$ cat src/hdl/amf0_pkg.sv
// Package: types, codes and constants of the AMF0 stream tokeniser.
`timescale 1ns / 1ps
`default_nettype none
package amf0_pkg;

    localparam int MaxDepthDefault = 32;

    // Type markers
    localparam logic [7:0] MK_NUMBER  = 8'h00;
    localparam logic [7:0] MK_BOOLEAN = 8'h01;
    localparam logic [7:0] MK_STRING  = 8'h02;
    localparam logic [7:0] MK_OBJECT  = 8'h03;
    localparam logic [7:0] MK_NULL    = 8'h05;
    localparam logic [7:0] MK_ECMA    = 8'h08;
    localparam logic [7:0] MK_OBJEND  = 8'h09;

    // Token codes
    localparam logic [3:0] EV_BUSY     = 4'd0;
    localparam logic [3:0] EV_NUMBER   = 4'd1;
    localparam logic [3:0] EV_BOOLEAN  = 4'd2;
    localparam logic [3:0] EV_NULL     = 4'd3;
    localparam logic [3:0] EV_STRLEN   = 4'd4;
    localparam logic [3:0] EV_STRBYTE  = 4'd5;
    localparam logic [3:0] EV_OBJOPEN  = 4'd6;
    localparam logic [3:0] EV_ECMAOPEN = 4'd7;
    localparam logic [3:0] EV_OBJCLOSE = 4'd8;
    localparam logic [3:0] EV_KEYLEN   = 4'd9;
    localparam logic [3:0] EV_KEYBYTE  = 4'd10;
    localparam logic [3:0] EV_ERROR    = 4'd11;

    // Error codes
    localparam logic [3:0] ERR_NONE          = 4'd0;
    localparam logic [3:0] ERR_NUM_TRUNC     = 4'd1;
    localparam logic [3:0] ERR_BOOL_TRUNC    = 4'd2;
    localparam logic [3:0] ERR_LEN_TRUNC     = 4'd3;
    localparam logic [3:0] ERR_PAYLOAD_TRUNC = 4'd4;
    localparam logic [3:0] ERR_ECMA_TRUNC    = 4'd5;
    localparam logic [3:0] ERR_BAD_MARKER    = 4'd6;
    localparam logic [3:0] ERR_EMPTY_PROP    = 4'd7;
    localparam logic [3:0] ERR_NO_END        = 4'd8;
    localparam logic [3:0] ERR_DEPTH         = 4'd9;

    typedef enum logic [3:0] {
        PH_TOP      = 4'd0,
        PH_KEYHI    = 4'd1,
        PH_KEYLO    = 4'd2,
        PH_KEYBYTES = 4'd3,
        PH_VALMARK  = 4'd4,
        PH_NUM      = 4'd5,
        PH_BOOL     = 4'd6,
        PH_STRHI    = 4'd7,
        PH_STRLO    = 4'd8,
        PH_STRBYTES = 4'd9,
        PH_ECMA     = 4'd10,
        PH_IDLE     = 4'd11
    } phase_t;

    typedef struct packed {
        logic [7:0] byte_in;
        logic       last;
    } amf0_in_t;

    typedef struct packed {
        logic [3:0]  event_res;
        logic [63:0] value_data;
        logic [5:0]  nest_depth;
        logic [3:0]  error_code;
        logic        value_done;
    } amf0_out_t;

endpackage
`default_nettype wire

$ cat src/hdl/amf0_stream_tokenizer_unit.sv
// Top level: AMF0 stream tokeniser, one token per message byte.
// A byte's token is registered and appears at the output in the cycle after the byte's transfer.
// Throughput: one byte per cycle while the output is not stalled; all per-byte work is a single pass from the
// parse state registers to the result register.
// Back-pressure: in_ready drops only while a token waits and out_ready is low.
// Reset (rst_n low, asynchronous): expect a top-level marker, depth zero, output empty.
// The same parse state clears after every byte flagged as last; the output is not emptied then.
`timescale 1ns / 1ps
`default_nettype none
module amf0_stream_tokenizer_unit #(
    parameter int MAX_DEPTH = amf0_pkg::MaxDepthDefault
) (
    input  wire logic               clk,
    input  wire logic               rst_n,
    input  wire logic               in_valid,
    output logic                    in_ready,
    input  wire amf0_pkg::amf0_in_t in_data,
    output logic                    out_valid,
    input  wire logic               out_ready,
    output amf0_pkg::amf0_out_t     out_data
);
    import amf0_pkg::*;

    localparam logic [5:0] DepthLimit = 6'(MAX_DEPTH);

    // Parse state
    phase_t      phase_reg, phase_next;
    logic [15:0] count_reg, count_next;    // payload bytes left, or bytes taken of a number/count
    logic [63:0] asm_reg,   asm_next;      // number/count assembly, length high byte
    logic [5:0]  depth_reg, depth_next;
    logic        kwe_reg,   kwe_next;      // previous key was empty

    // Result register
    logic      out_valid_reg;
    amf0_out_t out_data_reg;
    amf0_out_t result;

    logic        accept;
    logic [7:0]  b;
    logic        last;
    logic [63:0] asm_shift;
    logic [15:0] count_inc;
    logic [15:0] count_dec;
    logic [15:0] len;
    logic        take_marker;
    logic        complete;
    logic [3:0]  ev;
    logic [3:0]  err;
    logic [63:0] val;
    logic        done;

    assign in_ready  = !out_valid_reg || out_ready;
    assign accept    = in_valid && in_ready;
    assign out_valid = out_valid_reg;
    assign out_data  = out_data_reg;

    assign b         = in_data.byte_in;
    assign last      = in_data.last;
    assign asm_shift = {asm_reg[55:0], b};
    assign count_inc = count_reg + 16'd1;
    assign count_dec = count_reg - 16'd1;
    assign len       = {asm_reg[7:0], b};

    // Next state and token for the byte at the input
    always_comb
    begin
        phase_next  = phase_reg;
        count_next  = count_reg;
        asm_next    = asm_reg;
        depth_next  = depth_reg;
        kwe_next    = kwe_reg;
        ev          = EV_BUSY;
        err         = ERR_NONE;
        val         = 64'd0;
        done        = 1'b0;
        take_marker = 1'b0;
        complete    = 1'b0;

        case (phase_reg)
            PH_TOP:
            begin
                take_marker = 1'b1;
            end
            PH_VALMARK:
            begin
                kwe_next = 1'b0;
                if (kwe_reg && b == MK_OBJEND)
                begin
                    if (depth_reg != 6'd0)
                    begin
                        depth_next = depth_reg - 6'd1;
                    end
                    ev       = EV_OBJCLOSE;
                    complete = 1'b1;
                end
                else
                begin
                    take_marker = 1'b1;
                end
            end
            PH_KEYHI:
            begin
                asm_next   = {56'd0, b};
                phase_next = PH_KEYLO;
                err        = last ? ERR_LEN_TRUNC : ERR_NONE;
            end
            PH_STRHI:
            begin
                asm_next   = {56'd0, b};
                phase_next = PH_STRLO;
                err        = last ? ERR_LEN_TRUNC : ERR_NONE;
            end
            PH_KEYLO:
            begin
                ev  = EV_KEYLEN;
                val = {48'd0, len};
                if (len == 16'd0)
                begin
                    kwe_next   = 1'b1;
                    phase_next = PH_VALMARK;
                    err        = last ? ERR_EMPTY_PROP : ERR_NONE;
                end
                else
                begin
                    kwe_next   = 1'b0;
                    count_next = len;
                    phase_next = PH_KEYBYTES;
                    err        = last ? ERR_PAYLOAD_TRUNC : ERR_NONE;
                end
            end
            PH_KEYBYTES:
            begin
                ev         = EV_KEYBYTE;
                val        = {56'd0, b};
                count_next = count_dec;
                if (count_dec == 16'd0)
                begin
                    phase_next = PH_VALMARK;
                    err        = last ? ERR_EMPTY_PROP : ERR_NONE;
                end
                else
                begin
                    err = last ? ERR_PAYLOAD_TRUNC : ERR_NONE;
                end
            end
            PH_STRLO:
            begin
                ev  = EV_STRLEN;
                val = {48'd0, len};
                if (len == 16'd0)
                begin
                    complete = 1'b1;
                end
                else
                begin
                    count_next = len;
                    phase_next = PH_STRBYTES;
                    err        = last ? ERR_PAYLOAD_TRUNC : ERR_NONE;
                end
            end
            PH_STRBYTES:
            begin
                ev         = EV_STRBYTE;
                val        = {56'd0, b};
                count_next = count_dec;
                if (count_dec == 16'd0)
                begin
                    complete = 1'b1;
                end
                else
                begin
                    err = last ? ERR_PAYLOAD_TRUNC : ERR_NONE;
                end
            end
            PH_NUM:
            begin
                asm_next   = asm_shift;
                count_next = count_inc;
                if (count_inc >= 16'd8)
                begin
                    ev       = EV_NUMBER;
                    val      = asm_shift;
                    complete = 1'b1;
                end
                else
                begin
                    err = last ? ERR_NUM_TRUNC : ERR_NONE;
                end
            end
            PH_BOOL:
            begin
                ev       = EV_BOOLEAN;
                val      = {63'd0, (b != 8'd0)};
                complete = 1'b1;
            end
            PH_ECMA:
            begin
                asm_next   = {32'd0, asm_shift[31:0]};
                count_next = count_inc;
                if (count_inc >= 16'd4)
                begin
                    if (depth_reg >= DepthLimit)
                    begin
                        err = ERR_DEPTH;
                    end
                    else
                    begin
                        depth_next = depth_reg + 6'd1;
                        ev         = EV_ECMAOPEN;
                        val        = {32'd0, asm_shift[31:0]};
                        phase_next = PH_KEYHI;
                        err        = last ? ERR_NO_END : ERR_NONE;
                    end
                end
                else
                begin
                    err = last ? ERR_ECMA_TRUNC : ERR_NONE;
                end
            end
            default:
            begin
                // idle until the last byte
            end
        endcase

        // Type marker at the top level or at a property value
        if (take_marker)
        begin
            case (b)
                MK_NUMBER:
                begin
                    phase_next = PH_NUM;
                    count_next = 16'd0;
                    asm_next   = 64'd0;
                    err        = last ? ERR_NUM_TRUNC : ERR_NONE;
                end
                MK_BOOLEAN:
                begin
                    phase_next = PH_BOOL;
                    err        = last ? ERR_BOOL_TRUNC : ERR_NONE;
                end
                MK_STRING:
                begin
                    phase_next = PH_STRHI;
                    err        = last ? ERR_LEN_TRUNC : ERR_NONE;
                end
                MK_OBJECT:
                begin
                    if (depth_reg >= DepthLimit)
                    begin
                        err = ERR_DEPTH;
                    end
                    else
                    begin
                        depth_next = depth_reg + 6'd1;
                        ev         = EV_OBJOPEN;
                        phase_next = PH_KEYHI;
                        err        = last ? ERR_NO_END : ERR_NONE;
                    end
                end
                MK_NULL:
                begin
                    ev       = EV_NULL;
                    complete = 1'b1;
                end
                MK_ECMA:
                begin
                    phase_next = PH_ECMA;
                    count_next = 16'd0;
                    asm_next   = 64'd0;
                    err        = last ? ERR_ECMA_TRUNC : ERR_NONE;
                end
                default:
                begin
                    err = ERR_BAD_MARKER;
                end
            endcase
        end

        // Value finished: back to top level or on to the next key
        if (complete)
        begin
            if (depth_next == 6'd0)
            begin
                done       = 1'b1;
                phase_next = PH_TOP;
            end
            else
            begin
                phase_next = PH_KEYHI;
                err        = last ? ERR_NO_END : ERR_NONE;
            end
        end

        // An error replaces the token and parks the parser
        if (err != ERR_NONE)
        begin
            ev         = EV_ERROR;
            val        = 64'd0;
            done       = 1'b0;
            phase_next = PH_IDLE;
        end

        result.event_res  = ev;
        result.value_data = val;
        result.nest_depth = depth_next;
        result.error_code = err;
        result.value_done = done;

        // End of message: clear all parse state
        if (last)
        begin
            phase_next = PH_TOP;
            count_next = 16'd0;
            asm_next   = 64'd0;
            depth_next = 6'd0;
            kwe_next   = 1'b0;
        end
    end

    always_ff @(posedge clk or negedge rst_n)
    begin
        if (!rst_n)
        begin
            phase_reg     <= PH_TOP;
            count_reg     <= 16'd0;
            asm_reg       <= 64'd0;
            depth_reg     <= 6'd0;
            kwe_reg       <= 1'b0;
            out_valid_reg <= 1'b0;
        end
        else if (accept)
        begin
            phase_reg     <= phase_next;
            count_reg     <= count_next;
            asm_reg       <= asm_next;
            depth_reg     <= depth_next;
            kwe_reg       <= kwe_next;
            out_valid_reg <= 1'b1;
        end
        else if (out_ready)
        begin
            out_valid_reg <= 1'b0;
        end
    end

    // Token payload: loaded on every input transfer
    always_ff @(posedge clk)
    begin
        if (accept)
        begin
            out_data_reg <= result;
        end
    end

    // Error token and error code always go together
    a_err_pair: assert property (@(posedge clk) disable iff (!rst_n)
        out_valid_reg |->
            ((out_data_reg.event_res == EV_ERROR) == (out_data_reg.error_code != ERR_NONE)))
        else $error("error token and error code disagree");

    // A top-level value only completes outside any object
    a_done_depth: assert property (@(posedge clk) disable iff (!rst_n)
        (out_valid_reg && out_data_reg.value_done) |-> (out_data_reg.nest_depth == 6'd0))
        else $error("value completed inside an object");

    // Nesting never exceeds the limit
    a_depth_limit: assert property (@(posedge clk) disable iff (!rst_n)
        depth_reg <= DepthLimit)
        else $error("nesting depth above limit");

    // Last byte of a message leaves the parser cleared
    a_last_clear: assert property (@(posedge clk) disable iff (!rst_n)
        (accept && in_data.last) |=> (phase_reg == PH_TOP && depth_reg == 6'd0 && !kwe_reg))
        else $error("state not cleared after last byte");

endmodule
`default_nettype wire

$ cat config.mk
export PLATFORM = sky130hd
export DESIGN_NAME = amf0_stream_tokenizer_unit
export DESIGN_NICKNAME = d
export VERILOG_FILES = /design/src/hdl/amf0_pkg.sv /design/src/hdl/amf0_stream_tokenizer_unit.sv
export SDC_FILE = /design/constraint.sdc
export NUM_CORES = 1
export LEC_CHECK = 0
export ABC_AREA = 1
export BUFFER_PORTS_ARGS = -buffer_cell sky130_fd_sc_hd__buf_2
export CAP_MARGIN = 10
export CORE_MARGIN = 2
export CORE_UTILIZATION = 35
export CTS_CLUSTER_SIZE = 16
export DETAILED_ROUTE_END_ITERATION = 6
export GPL_TIMING_DRIVEN = 0
export REMOVE_ABC_BUFFERS = 1
export SLEW_MARGIN = 10
export SYNTH_ARGS = -nofsm -noshare
export SYNTH_HDL_FRONTEND = slang
export SYNTH_SLANG_ARGS = --single-unit
$ cat constraint.sdc
create_clock -name clk -period 10.1 [get_ports clk]
set_input_delay 0.505 -clock clk [delete_from_list [all_inputs] [get_ports clk]]
set_output_delay 0.505 -clock clk [all_outputs]
set_load 0.02 [all_outputs]
# Word level (Yosys, flattened, before mapping)
# Index checks and enable logic that the tools add are counted.
[op_classes] n_eq_ne=16 mux=76 bitwise=1 add_sub_neg=4 n_lt_le_gt_ge=3 reduce_logical=21
[op_table] cell="$pmux W64 S5" count=1
[op_table] cell="$mux W64" count=4
[op_table] cell="$pmux W64 S3" count=1
[op_table] cell="$mux W4" count=18
[op_table] cell="$mux W16" count=4
[op_table] cell="$mux W32" count=2
[op_table] cell="$mux W6" count=8
[op_table] cell="$pmux W16 S3" count=1
[op_table] cell="$pmux W4 S6" count=2
[op_table] cell="$logic_not A16 Y1" count=2
[op_table] cell="$pmux W4 S8" count=1
[op_table] cell="$mux W3" count=10
[op_table] cell="$pmux W4 S7" count=1
[op_table] cell="$pmux W4 S5" count=1
[op_table] cell="$add A16 B1 Y16 const B" count=1
[op_table] cell="$eq A4 B3 Y1 const B" count=4
[op_table] cell="$eq A8 B2 Y1 const B" count=2
[op_table] cell="$eq A8 B4 Y1 const B" count=2
[op_table] cell="$ge A16 B3 Y1 const B" count=1
[op_table] cell="$ge A16 B4 Y1 const B" count=1
[op_table] cell="$sub A16 B1 Y16 const B" count=1
[op_table] cell="$mux W1" count=15
[op_table] cell="$eq A4 B4 Y1 const B" count=3
[op_table] cell="$pmux W6 S2" count=1
[op_table] cell="25 further kinds" count=34
[word_totals] regBits=171 output_inout_bits=81 in_bits=13

# Logic depth before layout (Yosys ltp)
# Gate-level depths: netlist (run 1).
[depth] word_depth=13 depth_mapped=24

# Least setup slack after synthesis (run 1)
# No wires, ideal clock.
[synth_path] path_type="input to register" startpoint="input out_ready" endpoint="register out_data_reg, in the netlist out_data[0], enable pin" setup_time_ps=474 t_arrival_ps=3553 cell_stages=6 setup_slack_ps=6072 path_buffers=2 path_cell_list="inv_1 -> nand2_1 -> nand2_1 -> clkbuf_1 -> inv_1 -> clkbuf_1"
[synth_between] elab_chain_len=2
[synth_rtl] item="from (decl)" line_no="amf0_stream_tokenizer_unit.sv:19" source="input wire logic out_ready,"
[synth_rtl] item="$logic_or A1 B1 Y1" line_no="amf0_stream_tokenizer_unit.sv:52" source="assign in_ready = !out_valid_reg || out_ready;"
[synth_rtl] item="via in_ready" line_no="amf0_stream_tokenizer_unit.sv:16" source="output logic in_ready,"
[synth_rtl] item="$logic_and A1 B1 Y1" line_no="amf0_stream_tokenizer_unit.sv:53" source="assign accept = in_valid && in_ready;"
[synth_rtl] item="via accept" line_no="amf0_stream_tokenizer_unit.sv:38" source="logic accept;"
[synth_rtl] item="to (signal assigned)" line_no="amf0_stream_tokenizer_unit.sv:352" source="out_data_reg <= result;"
[synth_rtl] item="to (decl)" line_no="amf0_stream_tokenizer_unit.sv:35" source="amf0_out_t out_data_reg;"
# The timed path passes the listed nets, and every way through them passes these cells.
# A chain may end at the register's enable or synchronous reset.

# Worst setup path after layout (run 1)
[layout_path] startpoint="register phase_reg[1]" endpoint="register count_reg[8]"
[layout_between] elab_chain_len=6 elab_cells_between_ends=16 classes_between="eq/ne: 7; mux: 5; reduce/logical: 4"
[layout_rtl] item="from (decl)" line_no="amf0_stream_tokenizer_unit.sv:27" source="phase_t phase_reg, phase_next;"
[layout_rtl] item="from (signal assigned)" line_no="amf0_stream_tokenizer_unit.sv:334" source="phase_reg <= phase_next;"
[layout_rtl] item="$eq A4 B4 Y1 (tied with other cells)" line_no="amf0_stream_tokenizer_unit.sv:79" source="case (phase_reg)"
[layout_rtl] item="$reduce_or A2 Y1 (no source line)"
[layout_rtl] item="$pmux W16 S3" line_no="amf0_stream_tokenizer_unit.sv:79"
[layout_rtl] item="$mux W16" line_no="amf0_stream_tokenizer_unit.sv:229" source="case (b)"
[layout_rtl] item="$mux W16 *" line_no="amf0_stream_tokenizer_unit.sv:227" source="if (take_marker)"
[layout_rtl] item="$mux W16 *" line_no="amf0_stream_tokenizer_unit.sv:311" source="if (last)"
[layout_rtl] item="to (signal assigned)" line_no="amf0_stream_tokenizer_unit.sv:335" source="count_reg <= count_next;"
[layout_rtl] item="to (decl)" line_no="amf0_stream_tokenizer_unit.sv:28" source="logic [15:0] count_reg, count_next;"
# Mark *: on every way between the ends. The rest lies on a longest branch, timed or not.

==> impl_metrics.toml, run 1 <==
[detailed_routing]
detail_route.vias_per_cell = 5.20
wl_per_cell_microns = 16.5
drcViolationCount = 0
vias = 7949
drtAntennaViolNets = 0
drt_first_pass_iters = 5
drt_iter0_drc = 530
wirelength_microns = 25300

[grt]
grt_pass1_wl_microns = 41300
first_global_vias = 7582
antenna_found_initial = 2
gr-total-overflow = 0
grt_max_degree = 69
grt_use_total_pct = 18.6

[clock_network]
path_clk_slew_ns = 0.08
cts_resized = 0
cts_tree = "built"
numClockSinks = 163
ctsRootBufferMaster = "clkbuf_16"
clk_latency_ns = 0.44
cts_buffer_depth = 2
cts_hold_buf = 0
postCtsSetupBuffers = 0
htreeDepth = 4
cts_buffers = 17

[sta]
fmax_mhz = 218
holdWs_ns = 0.00250
finalHoldViolations = 0
final.setup.tns_ns = 0
fin_crit_ns = 4.59
grt_setup_unrepaired = "no"
finClkSkew_ns = 0.0130
max_slew_margin_pct = 23.5
slew_violations = 0
timing.final.crit_share_pct = 45.5
setup_viol = 0
tightest_slew_ns = 1.14

[synthesis]
synth_top_area_share_pct = 25.9
synthXorXnorAreaFrac_pct = 1.34
synth_fa_ha_area_share_pct = 0.820
synth_area_leaders = "edfxtp_1, dfrtp_1, nand2_1"
synth_area_leader_cell = "edfxtp_1"
syn_area_per_cell_sq_um = 8.23
yosysSeqAreaShare_pct = 48.8
syn_inst = 1113
synth_edf_count = 79
synth.distinct_cells = 45
synth_top_family_by_area = "simple AND/OR/NAND/NOR gates"
ys_ff_latch = 163
synth-compound-area-share_pct = 12.9
synth_ff_type = "dfrtp_1"
async_flop_share_pct = 51.5
syn_area_sq_mm = 0.00916
ys_warn_count = 0
synthSimpleGateAreaFrac_pct = 27.6
synth_mux_area_share_pct = 0

[hold_path]
min_path_type = "in2async"

[die]
io_pins = 94
fp.dieH_microns = 166
core_area_sq_mm = 0.0259
initial_utilization_pct = 35.4
die-area_sq_mm = 0.0275
rows = 59
die_w_microns = 166

[finish]
largest_reg_flops = 79
syn_to_final_growth_pct = 15.5
n_fill_cell = 2619
final_cell_mix = "nand2_1, nor2_1, inv_1"
postLayoutCoreUtil_pct = 40.8
drive_above_1_share_pct = 17.5
layout.nets = 1198
final_common_cell = "nand2_1"

[placed_design]
dp_hpwl_microns = 17700
globalplace.congestion = 0.935
port_buffers = 93

[critical_path]
worstSetupEndpointType = "flop"
required_ns = 10.38
critical_path_arrival_ns = 4.87
critPathLaunchType = "flop"
criticalPathCategory = "reg2reg"
critPathMaxFanout = 23

[run_status]
outcome = "complete, no violations"

[pwr]
p_leak_nw = 4.42
peakVddDrop_uv = 230
power.total_mw = 3.36
powerDensity_mw_per_mm2 = 318
switching_share_pct = 48.4
pwr-share-comb_pct = 49.1
p_seq_share_pct = 30.9
p_sw_mw = 1.62
intPower_mw = 1.74
clkPwrFrac_pct = 20.1

[job]
drv_cap = 0
-- power by group through the flow --
stage                     clock network (mW)  registers [mW]  logic (mW)
final                                  0.675            1.04        1.65
after global routing                   0.713            1.06        1.84
after CTS                              0.689            1.04        1.65
after detailed placement                   0            1.05        1.64
after global placement                     0            1.05        1.59
after floorplan                            0            1.06        1.12
-- worst max-delay path: stages (launching register included) --
cell	delay [ns]
dfrtp_1	0.47
inv_1	0.10
nor2_1	0.09
inv_1	0.09
nor2_1	0.82
nor2_2	0.30
inv_1	0.69
nor2_1	0.33
inv_1	0.37
o21ai_0	0.42
a21oi_1	0.58
o22ai_1	0.15
-- Yosys cell counts (14+ instances only) --
| cell | number |
|---|---|
| nor2_2 | 38 |
| nor3_1 | 38 |
| o21ai_0 | 66 |
| nor2_4 | 16 |
| a21oi_1 | 58 |
| edfxtp_1 | 79 |
| dfrtp_1 | 84 |
| nand3_1 | 74 |
| a211oi_1 | 19 |
| nand4_1 | 21 |
| nand2_1 | 164 |
| nor2_1 | 164 |
| o22ai_1 | 25 |
| clkbuf_1 | 35 |
| inv_1 | 136 |
| xor2_1 | 14 |
-- layer usage --
metal / part of all wire, % / vias up / global-route usage (%)
met2: 46 / 225 / 29.5
li1: - / 3878 / -
met4: 2.8 / 2 / 7.03
met1: 46 / 3799 / 25.9
met3: 4.8 / 45 / 2.98
met5: 0.051 / - / 0
-- worst paths after layout --
kind	startpoint	end	slack (ns)	depth (start not counted)
max	phase_reg[1]	count_reg[8]	5.51	11
min	rst_n	depth_reg[2]	0.002	1
max reg2reg	phase_reg[1]	count_reg[8]	5.51	11
min reg2reg	out_valid	out_valid	0.52	2
max in group asynchronous	rst_n	asm_reg[1]	9.43	2
min in group clk	out_ready	out_valid	0.34	4
-- cell families after synthesis --
family / count (synthesis)
AO/OA/AOI/OAI: 201
XOR/XNOR: 14
adder cells (fa/ha/maj): 6
buffers and inverters: 192
flip-flops: 163
AND/OR/NAND/NOR: 537
-- stage by stage --
stage                     worst slack, ns  instance area, sq um  cells
final                                5.51                 10600   1528
after detailed placement             5.56                  9980   1495
after CTS                            5.50                 10600   1527
after floorplan                      2.99                  8900   1060
after global routing                 5.15                 10600   1527
after global placement              -1.73                  9780   1488
-- final cells by class --
cell class | count | area [sq um] | area share, %
Timing Repair Buffer | 100 | 629 | 5.95
Inverter | 139 | 524 | 4.96
Clock inverter | 14 | 166 | 1.57
Multi-Input combinational cell | 758 | 3930 | 37.2
Antenna cell | 1 | 2.50 | 0.0237
Clock buffer | 18 | 429 | 4.06
Tap cell | 335 | 419 | 3.96
Sequential cell | 163 | 4470 | 42.3
Power figures use the tool's default switching activity.
==> run 2: changes to the inputs <==
--- a/config.mk
+++ b/config.mk
@@ -5,7 +5,7 @@
 export SDC_FILE = /design/constraint.sdc
 export NUM_CORES = 1
 export LEC_CHECK = 0
-export ABC_AREA = 1
+export ABC_AREA = 0
 export BUFFER_PORTS_ARGS = -buffer_cell sky130_fd_sc_hd__buf_2
 export CAP_MARGIN = 10
 export CORE_MARGIN = 2
==> constraint.sdc (replaced) <==
create_clock -name clk -period 3.9 [get_ports clk]
set_input_delay 0.195 -clock clk [delete_from_list [all_inputs] [get_ports clk]]
set_output_delay 0.195 -clock clk [all_outputs]
set_load 0.02 [all_outputs]
==> impl_metrics.toml, run 2 <==
[placed_design]
place_ws_ns = -1.60
port_buffers = 93
place_area_sq_mm = 0.00998
globalplace.congestion = 0.889
dp_hpwl_microns = 17700
placedCellCount = 1341

[clock_network]
clk_latency_ns = 0.45
ctsRootBufferMaster = "clkbuf_16"
htreeDepth = 4
cts_tree = "built"
cts_buffer_depth = 2
numClockSinks = 163
path_clk_slew_ns = 0.08
cts_buffers = 17

[synthesis]
synth.most_common_cell = "a21oi_1"
async_flop_share_pct = 51.5
ys_top_cells_by_count = "a21oi_1, nand2_1, dfrtp_1"
syn_inst = 987
syn_area_sq_mm = 0.00915
synth_area_leader_cell = "edfxtp_1"
synth.distinct_cells = 79
synth_edf_count = 79
synth_area_leaders = "edfxtp_1, dfrtp_1, a21oi_1"
syn_area_per_cell_sq_um = 9.27
yosysSeqAreaShare_pct = 48.9
synth_top_area_share_pct = 25.9
synth_ff_type = "dfrtp_1"
ys_warn_count = 0
ys_ff_latch = 163

[job]
drv_cap = 0

[run_status]
outcome = "complete, no violations"

[sta]
layout_setup_ws_ns = 0.0799
max_slew_margin_pct = 12.3
slew_violations = 0
fin_crit_ns = 3.82
tightest_slew_ns = 1.31
timing.final.crit_share_pct = 98.0
finClkSkew_ns = 0.0269
finalHoldViolations = 0
fmax_mhz = 262
holdWs_ns = 0.0428
setup_viol = 0
grt_setup_unrepaired = "yes"

[critical_path]
worst-r2r-cell-count = 11
critPathMaxFanout = 13
critical_path_arrival_ns = 4.09
rr_startpoint = "count_reg[11]"
worstSetupEndpointType = "flop"
critPathLaunchType = "flop"
criticalPathCategory = "reg2reg"
required_ns = 4.17
crit_start = "count_reg[11]"

[grt]
use_met3_pct = 4.30
busiest_layer = "met2"
grt_max_degree = 58
gr-total-overflow = 0
antenna_found_initial = 1
first_global_vias = 7938
grt_pass1_wl_microns = 45200
grt_use_total_pct = 20.5
met2_usage_pct = 32.6
met1_usage_pct = 27.9

[finish]
syn_to_final_growth_pct = 27.0
largest_reg_flops = 79
register_area_sq_mm = 0.00449
final_common_cell = "a21oi_1"
final_cell_mix = "a21oi_1, buf_2, nand2_1"
fin_area_sq_mm = 0.0116
stdcell_count = 1434
layout.nets = 1104
multi_input_area_sq_mm = 0.00478
n_fill_cell = 2466
drive_above_1_share_pct = 28.1

[pwr]
powerDensity_mw_per_mm2 = 685
peakVddDrop_uv = 348
p_leak_nw = 4.48

[die]
initial_utilization_pct = 35.4
io_pins = 94
fp.dieH_microns = 166
die-area_sq_mm = 0.0274
die_w_microns = 166
core_area_sq_mm = 0.0258
rows = 59

[detailed_routing]
drcViolationCount = 0
drt_iter0_drc = 1084
wl_per_cell_microns = 20.3
drt_first_pass_iters = 5
wirelength_microns = 29100
detail_route.vias_per_cell = 5.90
vias = 8462
drtAntennaViolNets = 0

[hold_path]
min_from = "out_ready"
hold_depth = 3
min_path_type = "in2reg"
[run 2: cell count changes after synthesis, moves of 34 or more]
cell	change
inv_1	-120
nor2_1	-86
nand2_1	-79
a21oi_1	+45
nor2_2	-38
nor3b_1	+36
clkbuf_1	+34
[run 2: through the flow]
| stage | total power [mW] | util (%) | TNS [ns] |
|---|---|---|---|
| 2_1_floorplan | 4.25 | - | -159.85 |
| 3_3_place_gp | 4.53 | 37.4 | -585.65 |
| 3_5_place_dp | 5.26 | 38.6 | -85.26 |
| 4_1_cts | 7.63 | 43.4 | 0 |
| 5_1_grt | 8.35 | 44.9 | -0.451 |
| 6_report | 7.96 | 44.9 | 0 |
[run 2: metal layers]
layer,vias up,share of wire (%),wire (microns)
li1,3895,-,-
met1,4139,43,12600
met2,367,48,13800
met3,61,6.4,1850
met4,0,2.8,803
met5,-,0,0
[run 2: kinds of logic after synthesis]
kind of cell    synth area share (%)
compound gates                  19.7
xor+xnor                        1.82
fa+ha+maj                      0.821
buf+inv                         4.77
flops                           48.9
mux                            0.670
simple gates                    23.3
[run 2: power by group]
| group | leakage, nW | total (mW) | internal (mW) | switching, mW |
|---|---|---|---|---|
| Clock | 0.293 | 1.74 | 0.968 | 0.775 |
| Sequential | 1.91 | 2.39 | 2.05 | 0.339 |
| Combinational | 2.28 | 3.83 | 1.52 | 2.31 |
| Total | 4.48 | 7.96 | 4.54 | 3.42 |
[run 2: final timing paths]
path,endpoint,slack [ns]
setup / recovery,out_data[51],0.08
setup reg to reg,out_data[51],0.08
min in group asynchronous,asm_reg[54],0.23
hold / removal,out_valid,0.04
hold reg to reg,asm_reg[55],0.52
max in group asynchronous,count_reg[9],2.99
[run 2: final cells by class]
class / instances / area share [%]
Sequential cell: 163 / 38.7
Inverter: 16 / 0.539
Tap cell: 335 / 3.61
Multi-Input combinational cell: 720 / 41.1
Timing Repair Buffer: 167 / 10.8
Clock inverter: 14 / 1.47
Antenna cell: 1 / 0.0215
Clock buffer: 18 / 3.70
[run 2: worst max-delay path: stages, from the launching register on]
cell	delay (ns)
dfrtp_2	0.51
or3b_1	0.40
a2111oi_2	0.39
a21oi_1	0.08
or3_4	0.45
nor3_4	0.25
buf_6	0.17
or3_1	0.15
nand3_4	0.16
o41a_4	0.65
clkbuf_16	0.22
nor3b_1	0.19
[run 2: timing repair]
action	CTS	global route
buffers inserted	43	12
hold buffers	2	0
setup endpoints to repair	92	81
endpoints found under the hold margin	28	0
pin swaps	11	15
gates resized for setup	58	46
cloned	1	4
